$ cat config.mk
export PLATFORM = sky130hd
export DESIGN_NAME = crash_loop_boot_record_guard_flat
export DESIGN_NICKNAME = d
export VERILOG_FILES = /design/src/design/clbrg_pkg.sv /design/src/design/clbrg_if.sv /design/src/design/crash_loop_boot_record_guard.sv /design/src/design/clbrg_crc.sv /design/src/design/clbrg_decide.sv /design/src/flat_wrapper.sv
export SDC_FILE = /design/constraint.sdc
export NUM_CORES = 2
export LEC_CHECK = 0
export ABC_AREA = 0
export BUFFER_PORTS_ARGS = -buffer_cell sky130_fd_sc_hd__buf_2
export CAP_MARGIN = 30
export CORE_ASPECT_RATIO = 2
export CORE_MARGIN = 1
export CORE_UTILIZATION = 55
export CTS_CLUSTER_DIAMETER = 150
export CTS_CLUSTER_SIZE = 28
export DETAILED_ROUTE_END_ITERATION = 6
export PLACE_DENSITY = 0.8
export SLEW_MARGIN = 20
export SYNTH_ARGS = -nofsm -noshare
export SYNTH_HDL_FRONTEND = slang
export SYNTH_SLANG_ARGS = --single-unit
$ cat constraint.sdc
create_clock -name clk -period 5.5 [get_ports clk]
set_clock_uncertainty 0.15 [all_clocks]
set_input_delay 0.275 -clock clk [delete_from_list [all_inputs] [get_ports clk]]
set_output_delay 0.275 -clock clk [all_outputs]
set_load 0.02 [all_outputs]
$ cat src/design/clbrg_pkg.sv
// Shared types, codes and CRC-32 tables for the crash loop boot record guard.
// No dependencies; every other design file imports this package.
package clbrg_pkg;

	localparam int unsigned CRC_BITS  = 96;
	localparam logic [31:0] CRC_POLY  = 32'hEDB88320;
	localparam logic [31:0] ALL_ONES  = 32'hFFFF_FFFF;
	localparam logic [7:0]  COUNT_MAX = 8'hFF;

	typedef enum logic [2:0] {
		CMD_NOTE_BOOT = 3'd0,
		CMD_MARK      = 3'd1,
		CMD_ACK       = 3'd2,
		CMD_CLEAR     = 3'd3,
		CMD_CHECK     = 3'd4
	} cmd_t;

	typedef enum logic [1:0] {
		CFG_SCHEMA_ID       = 2'd0,
		CFG_FAILURE_LIMIT   = 2'd1,
		CFG_SUBSYSTEM_COUNT = 2'd2
	} cfg_addr_t;

	typedef struct packed {
		logic [2:0]  command;
		logic        boot_after_crash;
		logic [7:0]  subsystem;
		logic [31:0] rec_schema;
		logic [31:0] rec_generation;
		logic [7:0]  rec_crash_count;
		logic [7:0]  rec_last_active;
		logic [7:0]  rec_reserved_a;
		logic [7:0]  rec_reserved_b;
		logic [31:0] rec_checksum;
	} req_t;

	typedef struct packed {
		logic [31:0] new_schema;
		logic [31:0] new_generation;
		logic [7:0]  new_crash_count;
		logic [7:0]  new_last_active;
		logic [31:0] new_checksum;
		logic        record_changed;
		logic        record_was_valid;
		logic [7:0]  previous_active;
		logic        crash_blamed;
		logic        crash_loop;
		logic        accepted;
	} rsp_t;

	// Decision stage result, before the new record is sealed.
	typedef struct packed {
		logic [31:0] schema;
		logic [31:0] generation;
		logic [7:0]  crash_count;
		logic [7:0]  last_active;
		logic [31:0] old_checksum;
		logic        changed;
		logic        was_valid;
		logic [7:0]  previous_active;
		logic        attributed;
		logic        loop;
		logic        accepted;
	} mid_t;

	typedef struct packed {
		logic [31:0] schema_id;
		logic [7:0]  failure_limit;
		logic [7:0]  subsystem_count;
	} cfg_regs_t;

	typedef logic [CRC_BITS-1:0][31:0] crc_tab_t;

	// Bitwise reflected CRC over twelve bytes, byte 0 in the low bits.
	// Used only to build the constant tables below.
	function automatic logic [31:0] crc_raw(logic [31:0] init, logic [CRC_BITS-1:0] d);
		logic [31:0] c;
		c = init;
		for (int k = 0; k < CRC_BITS / 8; k++) begin
			c = c ^ {24'd0, d[8*k +: 8]};
			for (int b = 0; b < 8; b++) begin
				c = c[0] ? ((c >> 1) ^ CRC_POLY) : (c >> 1);
			end
		end
		return c;
	endfunction

	function automatic crc_tab_t crc_cols();
		crc_tab_t t;
		for (int i = 0; i < CRC_BITS; i++) begin
			t[i] = crc_raw(32'd0, CRC_BITS'(1) << i);
		end
		return t;
	endfunction

	// CRC is affine in the data: seal = CRC_ZERO ^ XOR of columns of set bits.
	localparam crc_tab_t    CRC_COL  = crc_cols();
	localparam logic [31:0] CRC_ZERO = crc_raw(ALL_ONES, '0) ^ ALL_ONES;

endpackage

$ cat src/design/clbrg_if.sv
// Valid/ready channel interfaces for requests, results and register writes.
// Depends on clbrg_pkg for the payload types.
interface clbrg_req_if import clbrg_pkg::*; ();
	logic valid;
	logic ready;
	req_t data;
	modport source (output valid, output data, input ready);
	modport sink (input valid, input data, output ready);
endinterface

interface clbrg_rsp_if import clbrg_pkg::*; ();
	logic valid;
	logic ready;
	rsp_t data;
	modport source (output valid, output data, input ready);
	modport sink (input valid, input data, output ready);
endinterface

interface clbrg_cfg_if import clbrg_pkg::*; ();
	logic        valid;
	logic        ready;
	logic [1:0]  addr;
	logic [31:0] data;
	modport source (output valid, output addr, output data, input ready);
	modport sink (input valid, input addr, input data, output ready);
endinterface

$ cat src/design/crash_loop_boot_record_guard.sv
// Top level of the crash loop boot record guard: channels, pipeline and registers.
// Depends on clbrg_pkg, clbrg_if, clbrg_crc and clbrg_decide.
//
// Usage
//   req : one request per handshake - a command, the crash-like reset flag, a
//         subsystem code and the stored sixteen-byte boot record.
//   rsp : one result per request - the record after the command, resealed with
//         a fresh CRC-32 when rewritten, plus the validity and crash decision.
//   cfg : register writes (schema id, failure limit, subsystem count); always
//         ready, to be used only while no request is in flight.
// Throughput is one request per cycle: the input register, the decision
// stage and the result register each advance as soon as the stage after
// them is empty or moving on, so the block keeps taking requests while a
// finished result waits on rsp.
// The depth of the path is set by the validation CRC network and the
// generation increment in the decision stage, and by the seal CRC in the last.
// When the receiver stalls, hold the result; the stages behind fill up and
// req.ready falls once all three are occupied.
// Reset empties every stage and loads the registers with schema id 1,
// failure limit 3 and subsystem count 2.
module crash_loop_boot_record_guard import clbrg_pkg::*; (
	input  logic       clk,
	input  logic       arst_n,
	clbrg_req_if.sink   req,
	clbrg_rsp_if.source rsp,
	clbrg_cfg_if.sink   cfg
);

	cfg_regs_t   regs_q;
	logic        valid_s1, valid_s2, valid_s3;
	req_t        req_s1;
	mid_t        mid_comb, mid_s2;
	rsp_t        rsp_s3;
	logic [31:0] seal;
	logic        adv1, adv2, adv3;

	// Configuration registers; writes are never refused
	assign cfg.ready = 1'b1;

	always_ff @(posedge clk or negedge arst_n) begin
		if (!arst_n) begin
			regs_q.schema_id       <= 32'd1;
			regs_q.failure_limit   <= 8'd3;
			regs_q.subsystem_count <= 8'd2;
		end else if (cfg.valid) begin
			unique case (cfg.addr)
				CFG_SCHEMA_ID:       regs_q.schema_id       <= cfg.data;
				CFG_FAILURE_LIMIT:   regs_q.failure_limit   <= cfg.data[7:0];
				CFG_SUBSYSTEM_COUNT: regs_q.subsystem_count <= cfg.data[7:0];
				default: begin
					// unmapped address: drop the write
				end
			endcase
		end
	end

	// Stage advance: a stage moves when it is empty or its successor moves
	assign adv3      = !valid_s3 || rsp.ready;
	assign adv2      = !valid_s2 || adv3;
	assign adv1      = !valid_s1 || adv2;
	assign req.ready = adv1;

	always_ff @(posedge clk or negedge arst_n) begin
		if (!arst_n) begin
			valid_s1 <= 1'b0;
			valid_s2 <= 1'b0;
			valid_s3 <= 1'b0;
		end else begin
			if (adv1) valid_s1 <= req.valid;
			if (adv2) valid_s2 <= valid_s1;
			if (adv3) valid_s3 <= valid_s2;
		end
	end

	// Input register
	always_ff @(posedge clk) begin
		if (adv1 && req.valid) begin
			req_s1 <= req.data;
		end
	end

	// Validate the record and apply the command
	clbrg_decide u_decide (
		.req (req_s1),
		.regs(regs_q),
		.mid (mid_comb)
	);

	always_ff @(posedge clk) begin
		if (adv2 && valid_s1) begin
			mid_s2 <= mid_comb;
		end
	end

	// Seal the new record; reserved bytes are always zero after a rewrite
	clbrg_crc u_seal (
		.data({16'd0, mid_s2.last_active, mid_s2.crash_count,
		       mid_s2.generation, mid_s2.schema}),
		.crc (seal)
	);

	always_ff @(posedge clk) begin
		if (adv3 && valid_s2) begin
			rsp_s3.new_schema       <= mid_s2.schema;
			rsp_s3.new_generation   <= mid_s2.generation;
			rsp_s3.new_crash_count  <= mid_s2.crash_count;
			rsp_s3.new_last_active  <= mid_s2.last_active;
			rsp_s3.new_checksum     <= mid_s2.changed ? seal : mid_s2.old_checksum;
			rsp_s3.record_changed   <= mid_s2.changed;
			rsp_s3.record_was_valid <= mid_s2.was_valid;
			rsp_s3.previous_active  <= mid_s2.previous_active;
			rsp_s3.crash_blamed     <= mid_s2.attributed;
			rsp_s3.crash_loop       <= mid_s2.loop;
			rsp_s3.accepted         <= mid_s2.accepted;
		end
	end

	assign rsp.valid = valid_s3;
	assign rsp.data  = rsp_s3;

endmodule

$ cat src/design/clbrg_crc.sv
// Parallel CRC-32 network over the twelve sealed record bytes.
// Depends on clbrg_pkg for the column table.
module clbrg_crc import clbrg_pkg::*; (
	input  logic [CRC_BITS-1:0] data,
	output logic [31:0]         crc
);

	always_comb begin
		crc = CRC_ZERO;
		for (int i = 0; i < CRC_BITS; i++) begin
			if (data[i]) begin
				crc = crc ^ CRC_COL[i];
			end
		end
	end

endmodule

$ cat src/design/clbrg_decide.sv
// Record validation and command decision: builds the new record before sealing.
// Depends on clbrg_pkg and clbrg_crc.
module clbrg_decide import clbrg_pkg::*; (
	input  req_t      req,
	input  cfg_regs_t regs,
	output mid_t      mid
);

	logic [31:0] crc_in;
	logic        valid;
	logic        sub_ok;
	logic [31:0] base_schema;
	logic [31:0] base_gen;
	logic [7:0]  base_count;
	logic [7:0]  base_last;
	logic [31:0] next_gen;
	logic        attr;
	logic [7:0]  boot_count;

	clbrg_crc u_check (
		.data({req.rec_reserved_b, req.rec_reserved_a, req.rec_last_active,
		       req.rec_crash_count, req.rec_generation, req.rec_schema}),
		.crc (crc_in)
	);

	always_comb begin
		valid = (req.rec_schema == regs.schema_id) && (req.rec_generation != '0) &&
		        (req.rec_last_active < regs.subsystem_count) &&
		        (req.rec_reserved_a == '0) && (req.rec_reserved_b == '0) &&
		        (req.rec_checksum == crc_in);
		sub_ok = (req.subsystem != '0) && (req.subsystem < regs.subsystem_count);

		// reinitialise an invalid record
		base_schema = valid ? req.rec_schema      : regs.schema_id;
		base_gen    = valid ? req.rec_generation  : 32'd1;
		base_count  = valid ? req.rec_crash_count : 8'd0;
		base_last   = valid ? req.rec_last_active : 8'd0;
		next_gen    = (base_gen == ALL_ONES) ? 32'd1 : base_gen + 32'd1;

		attr       = req.boot_after_crash && (base_last != '0);
		boot_count = attr ? ((base_count == COUNT_MAX) ? COUNT_MAX : base_count + 8'd1)
		                  : 8'd0;

		// default: record passes through unchanged
		mid.schema          = req.rec_schema;
		mid.generation      = req.rec_generation;
		mid.crash_count     = req.rec_crash_count;
		mid.last_active     = req.rec_last_active;
		mid.old_checksum    = req.rec_checksum;
		mid.changed         = 1'b0;
		mid.was_valid       = valid;
		mid.previous_active = '0;
		mid.attributed      = 1'b0;
		mid.loop            = 1'b0;
		mid.accepted        = 1'b1;

		unique case (req.command)
			CMD_NOTE_BOOT: begin
				mid.schema          = base_schema;
				mid.generation      = next_gen;
				mid.crash_count     = boot_count;
				mid.last_active     = '0;
				mid.changed         = 1'b1;
				mid.previous_active = base_last;
				mid.attributed      = attr;
				mid.loop            = attr && (boot_count >= regs.failure_limit);
			end
			CMD_MARK: begin
				if (sub_ok) begin
					mid.schema      = base_schema;
					mid.generation  = next_gen;
					mid.crash_count = base_count;
					mid.last_active = req.subsystem;
					mid.changed     = 1'b1;
				end else begin
					mid.accepted = 1'b0;
				end
			end
			CMD_ACK: begin
				if (valid && sub_ok && (req.rec_last_active == req.subsystem) &&
				    (req.rec_crash_count != '0)) begin
					mid.generation  = next_gen;
					mid.crash_count = '0;
					mid.changed     = 1'b1;
				end else begin
					mid.accepted = 1'b0;
				end
			end
			CMD_CLEAR: begin
				mid.schema      = base_schema;
				mid.generation  = next_gen;
				mid.crash_count = '0;
				mid.last_active = '0;
				mid.changed     = 1'b1;
			end
			default: begin
				// check and unused codes: leave the record as it is
			end
		endcase
	end

endmodule

$ cat src/flat_wrapper.sv
// flat-port wrapper written by rule: the top's interface ports become plain ports
module crash_loop_boot_record_guard_flat import clbrg_pkg::*;
  (clk, arst_n, req_valid, req_data, req_ready, rsp_valid, rsp_data, rsp_ready, cfg_valid, cfg_addr, cfg_data, cfg_ready);
  clbrg_req_if req_i ();
  clbrg_rsp_if rsp_i ();
  clbrg_cfg_if cfg_i ();
  input  logic clk;
  input  logic arst_n;
  input wire logic [$bits(req_i.valid)-1:0] req_valid;
  input wire logic [$bits(req_i.data)-1:0] req_data;
  output wire logic [$bits(req_i.ready)-1:0] req_ready;
  output wire logic [$bits(rsp_i.valid)-1:0] rsp_valid;
  output wire logic [$bits(rsp_i.data)-1:0] rsp_data;
  input wire logic [$bits(rsp_i.ready)-1:0] rsp_ready;
  input wire logic [$bits(cfg_i.valid)-1:0] cfg_valid;
  input wire logic [$bits(cfg_i.addr)-1:0] cfg_addr;
  input wire logic [$bits(cfg_i.data)-1:0] cfg_data;
  output wire logic [$bits(cfg_i.ready)-1:0] cfg_ready;
  assign req_i.valid = req_valid;
  assign req_i.data = req_data;
  assign req_ready = req_i.ready;
  assign rsp_valid = rsp_i.valid;
  assign rsp_data = rsp_i.data;
  assign rsp_i.ready = rsp_ready;
  assign cfg_i.valid = cfg_valid;
  assign cfg_i.addr = cfg_addr;
  assign cfg_i.data = cfg_data;
  assign cfg_ready = cfg_i.ready;
  crash_loop_boot_record_guard u_core (.clk(clk), .arst_n(arst_n), .req(req_i), .rsp(rsp_i), .cfg(cfg_i));
endmodule
==> key figures, run 1 <==
Floorplanning
  – Die width: around 170 um
  – Starting Density: between 50% and 60%
  – IO Count: between 300 and 400
  – Die height: 333 um
  – Site row count: 121

Synthesis
  – Ys Warns: 0
  – Synth Area per Inst: roughly 12 sq um
  – Syn nets: approximately 2.6k
  – Post-synth EDFFs: 390
  – Post-synthesis cell area: 30200 sq um
  – Synth Flop Type: edfxtp_1
  – Mapped Cells: approximately 2.4k
  – Post-synthesis register bit count: 441
  – Sequential area share after synthesis: between 40 and 50%
  – Synth unique cells: 65
  – Ys async rst share: 11.6%

Placement
  – Detailed placement HPWL: 113 mm
  – Placer Congestion: 1.26
  – Placed cell count: 3768
  – IO Port Bufs: 305
  – Placed inst area: 36300 sq um

GRT
  – Total track usage: 64.5%
  – Aggregate global routing overflow: 474
  – Vias in the first global route: 29.4k
  – Largest net degree at the start of global routing: 122
  – First-pass GRT wire length: 256 mm

CTS
  – Maximum clock path buffer count: 3
  – H-tree lvl count: 1
  – Inserted Clock Buffers: 19
  – CTS root buf: clkbuf_16
  – Clock tree sinks: between 400 and 500

Run status
  – Status: did not finish
  – Stop stage: global routing (5_1_grt)
  – Err: [ERROR GRT-0116] Global routing finished with congestion. Check the congestion regions in the DRC Viewer.
## logic make-up after synthesis
logic type	count (synthesis)	share of synthesized area [%]
DFF	441	43.1
AOI/OAI and AO/OA	126	2.64
xor gates and xnor gates	1271	41.8
and+or+nand+nor	249	4.51
other	1	0.0124
adders and majority gates	23	0.954
buffers and inverters	216	3.02
muxes	109	4.03
## cells in the mapped netlist (all sizes together), types with 20 or more instances
| cell type | instances | area share (%) |
|---|---|---|
| a21oi | 33 | 0.55 |
| and3 | 20 | 0.41 |
| buf | 75 | 1.3 |
| clkbuf | 102 | 1.3 |
| dfrtp | 47 | 3.9 |
| edfxtp | 390 | 39 |
| ha | 23 | 0.95 |
| inv | 39 | 0.49 |
| mux2 | 99 | 3.7 |
| nand2 | 39 | 0.49 |
| nand3 | 31 | 0.51 |
| nand4 | 22 | 0.46 |
| nor2 | 40 | 0.51 |
| nor4 | 29 | 0.62 |
| o21ai | 39 | 0.65 |
| xnor2 | 948 | 28 |
| xnor3 | 93 | 6.9 |
| xor2 | 222 | 6.5 |
## stage by stage
stage	hold slack (ns)	setup TNS [ns]	setup WS, ns
after floorplan	-0.171	0	0.0163
after global placement	0.254	-17.51	-0.716
after detailed placement	0.255	-18.63	-0.772
after CTS	0.202	-1.53	-0.127
## repair_timing
item	CTS
endpoints found under the hold margin	238
cloned	1
resized for setup	85
setup buffers	31
hold buffers	176
pin swaps	45
setup endpoints to repair	29
## layer usage
metal | overflow | track usage, %
met1 | 2 | 64.5
met2 | 293 | 90.0
met3 | 10 | 38.3
met4 | 169 | 63.8
met5 | 0 | 8.25
==> run 2: changes to the inputs <==
Settings changed: CORE_ASPECT_RATIO 2 to default, CORE_UTILIZATION 55 to 40, CTS_CLUSTER_DIAMETER 150 to default, CTS_CLUSTER_SIZE 28 to default, PLACE_DENSITY 0.8 to default, PLACE_DENSITY_LB_ADDON from default to 0.15.
Clock period 5.5 ns to 7.15 ns, I/O delays scaled along.
==> run 2 against run 1 <==
Compared with the run above: the flow now finishes without violations; area after synthesis unchanged; synthesized cell count is the same.
==> key figures, run 2 <==
GRT
  – Initial antenna violation count: 1
  – Vias in the first global route: 21.7k
  – First-pass GRT wire length: 183 mm
  – Largest net degree at the start of global routing: 74
  – Total track usage: 35.2%
  – Aggregate global routing overflow: 0

Detailed routing
  – Avg WL per Cell: roughly 34 um
  – Number of detailed-routing iterations run before antenna repair: 5
  – Iter 0 DRT Violations: 2125
  – Vias per cell: approximately 5.3
  – Routed Antenna Nets: 0
  – Final WL: 135 mm
  – Vias: between 20k and 25k
  – DRC viols: 0

Synthesis
  – Sequential area share after synthesis: 43.1% (unchanged)
  – Synth unique cells: 65 (unchanged)
  – Ys async rst share: 11.6% (unchanged)
  – Post-synth EDFFs: 390 (unchanged)
  – Syn nets: 2638 (unchanged)
  – Ys Warns: 0 (unchanged)
  – Top-count cell post-synth: xnor2_1
  – Post-synthesis register bit count: 441 (unchanged)
  – Synth Area per Inst: 12.4 sq um (unchanged)
  – Yosys top cell area share: 38.8% (unchanged)
  – Synth top area cells: edfxtp_1 (39%), xnor2_1 (27%), xnor3_1 (6.9%)
  – Synth area leader: edfxtp_1
  – Synth Flop Type: edfxtp_1
  – Post-synthesis cell area: 30200 sq um (unchanged)
  – Mapped Cells: 2436 (unchanged)
  – Most common library cells after synthesis: xnor2_1 (941), edfxtp_1 (390), xor2_1 (219), clkbuf_1 (102)

Floorplanning
  – Die area: 76500 sq um
  – Core footprint: 74600 sq um
  – Die width: 277 um (+65%)
  – Die height: 277 um (-17%)
  – Starting Density: 40.5% (-15 points)
  – IO Count: 307 (unchanged)
  – Site row count: 100 (-17%)

Critical path
  – Sequence of cells on the critical path: xnor2_2, buf_4, xnor2_1, xnor2_1, xnor2_1, xnor3_1, nor3_1, nor2b_1, a2111oi_2, buf_4, and3_1, ha_1, and3_1, and3_1, nand3_1, or2_2, nor3_1, and3_1, buf_4, inv_1, nor2_1, nand2_1, or4b_1, nand3_1
  – CP max-delay cell: edfxtp_1
  – Worst path buffer plus inverter count: 4
  – Crit. End Element: flip-flop
  – Max incr delay on CP: 0.68 ns
  – CP Class: reg2reg
  – Crit-path most repeated cell: and3_1
  – CP Data Required Time: ~7.5 ns
  – Top delay family on crit path: simple AND/OR/NAND/NOR gates
  – Arrival @ worst endpoint: around 7.2 ns
  – Crit path max fanout: 9
  – Worst setup SP type: flip-flop

Cells and area
  – Area growth from synthesis to layout: 22.5%
  – Final core occ: 49.6%
  – Post-Layout Cell Count: 3982
  – Most common cell after layout, fill and taps aside: xnor2_1
  – Layout cells sized above 1: between 20 and 25%
  – Largest register FFs: 140
  – Highest-count cells in the layout ignoring fill and taps: xnor2_1 (940), edfxtp_1 (390), buf_2 (305)
  – Design Area, Final: about 37000 sq um
  – Nets@finish: ~3.2k
  – Biggest register: u_core.req_s1

STA
  – Worst Tran Pin Value: 1.04 ns
  – Slew Viols, Final: 0
  – Tmin final: 6.85 ns
  – Max frequency: 146 MHz
  – Final Hold Viols: 0
  – Fin crit share: 95.8%
  – RSZ-0062 raised after global routing: false
  – Setup TNS Final: 0 ns
  – Slew HR: 30.6%
  – Worst hold margin: ~0.26 ns
  – Setup Viol. Count Final: 0

CTS
  – Clk_lat worst skew: 0.63 ns
  – CTS clk-pin slew, worst paths: 0.06 ns
  – H-tree lvl count: 2 (+1)
  – Post-CTS Setup Repair Bufs: 0 (-100%)
  – Maximum clock path buffer count: 3 (unchanged)
  – CTS root buf: clkbuf_16
  – Inserted Clock Buffers: 49 (+30)
  – Clock tree sinks: 441 (unchanged)
  – CTS tree: built

Worst hold path
  – Hold Crit Class: in2reg

Placement
  – IO Port Bufs: 305 (unchanged)
  – Placer Congestion: 1.01 (-20%)
  – Placed cell count: 3713 (-1.5%)
  – Placed inst area: 33500 sq um (-7.6%)
  – Detailed placement HPWL: 109 mm (-3.8%)

Run status
  – Status: finished, final reports clean

Flow run
  – MaxCap Viol Count: 0

Power and ir drop
  – Leak pwr: 14.0 nW
  – Max IR drop VDD: 0.000226 V
  – P per Cell Area: roughly 420 nW/um^2
-- run 2: per-stage QoR --
step	total power [mW]	setup WS, ns
after floorplan	9.65	1.32
after global placement	13.0	-0.0435
after detailed placement	13.0	0.0274
after CTS	15.7	0.00189
after global routing	16.1	0.0744
final	15.6	0.301
-- run 2: report_power, final --
| part | switching (mW) | internal, mW |
|---|---|---|
| Combinational | 5.11 | 4.07 |
| Clock | 1.13 | 1.44 |
| Sequential | 0.510 | 3.33 |
| Total | 6.75 | 8.84 |
-- run 2: what timing repair did --
item,in CTS,in global routing
resized for setup,0,2
endpoints found under the setup margin,0,24
endpoints found under the hold margin,238,0
hold buffers,176,0
-- run 2: worst reg2reg max path: stages (launching register included) --
cell and delay, ns:
edfxtp_1 0.68, xnor2_2 0.24, buf_4 0.22, xnor2_1 0.65, xnor2_1 0.29, xnor2_1 0.52
xnor3_1 0.52, nor3_1 0.20, nor2b_1 0.11, a2111oi_2 0.35, buf_4 0.20, and3_1 0.17
ha_1 0.16, and3_1 0.18, and3_1 0.20, nand3_1 0.11, or2_2 0.34, nor3_1 0.24
and3_1 0.21, buf_4 0.11, inv_1 0.05, nor2_1 0.21, nand2_1 0.10, or4b_1 0.47
nand3_1 0.10
-- run 2: cell families after synthesis --
logic type      after synthesis  share of synthesized area [%]
compound gates              126                           2.64
mux                         109                           4.03
fa+ha+maj                    23                          0.954
buf+inv                     216                           3.02
xor+xnor                   1271                           41.8
flops                       441                           43.1
other cells                   1                         0.0124
simple gates                249                           4.51
-- run 2: layout make-up --
type / count / area (sq um)
Antenna cell: 2 / 5.00
Clock buffer: 55 / 1270
Clock inverter: 35 / 343
Fill cell: 6623 / 37600
Inverter: 39 / 146
Multi-Input combinational cell: 1779 / 16300
Sequential cell: 441 / 13000
Tap cell: 969 / 1210
Timing Repair Buffer: 662 / 4690
-- run 2: path summary, 6_finish.rpt --
| path | from | end | slack [ns] | depth (start not counted) |
|---|---|---|---|---|
| min reg2reg | u_core.mid_s2[8] | u_core.rsp.data[8] | 0.27 | 0 |
| min | cfg_valid | u_core.regs_q[0] | 0.26 | 3 |
| max | u_core.req_s1[77] | u_core.mid_s2[91] | 0.30 | 24 |
| max in group asynchronous | arst_n | u_core.regs_q[42] | 6.10 | 3 |
| min in group asynchronous | arst_n | u_core.regs_q[2] | 0.30 | 3 |
| max reg2reg | u_core.req_s1[77] | u_core.mid_s2[91] | 0.30 | 24 |
-- run 2: per-layer routing --
metal  global-route usage (%)  share of wire (%)
met5                        0              0.014
met4                     19.3                6.3
met3                     3.99                5.7
met2                     58.4                 47
met1                     44.9                 40
No activity file was read; power rests on OpenSTA's default activity.
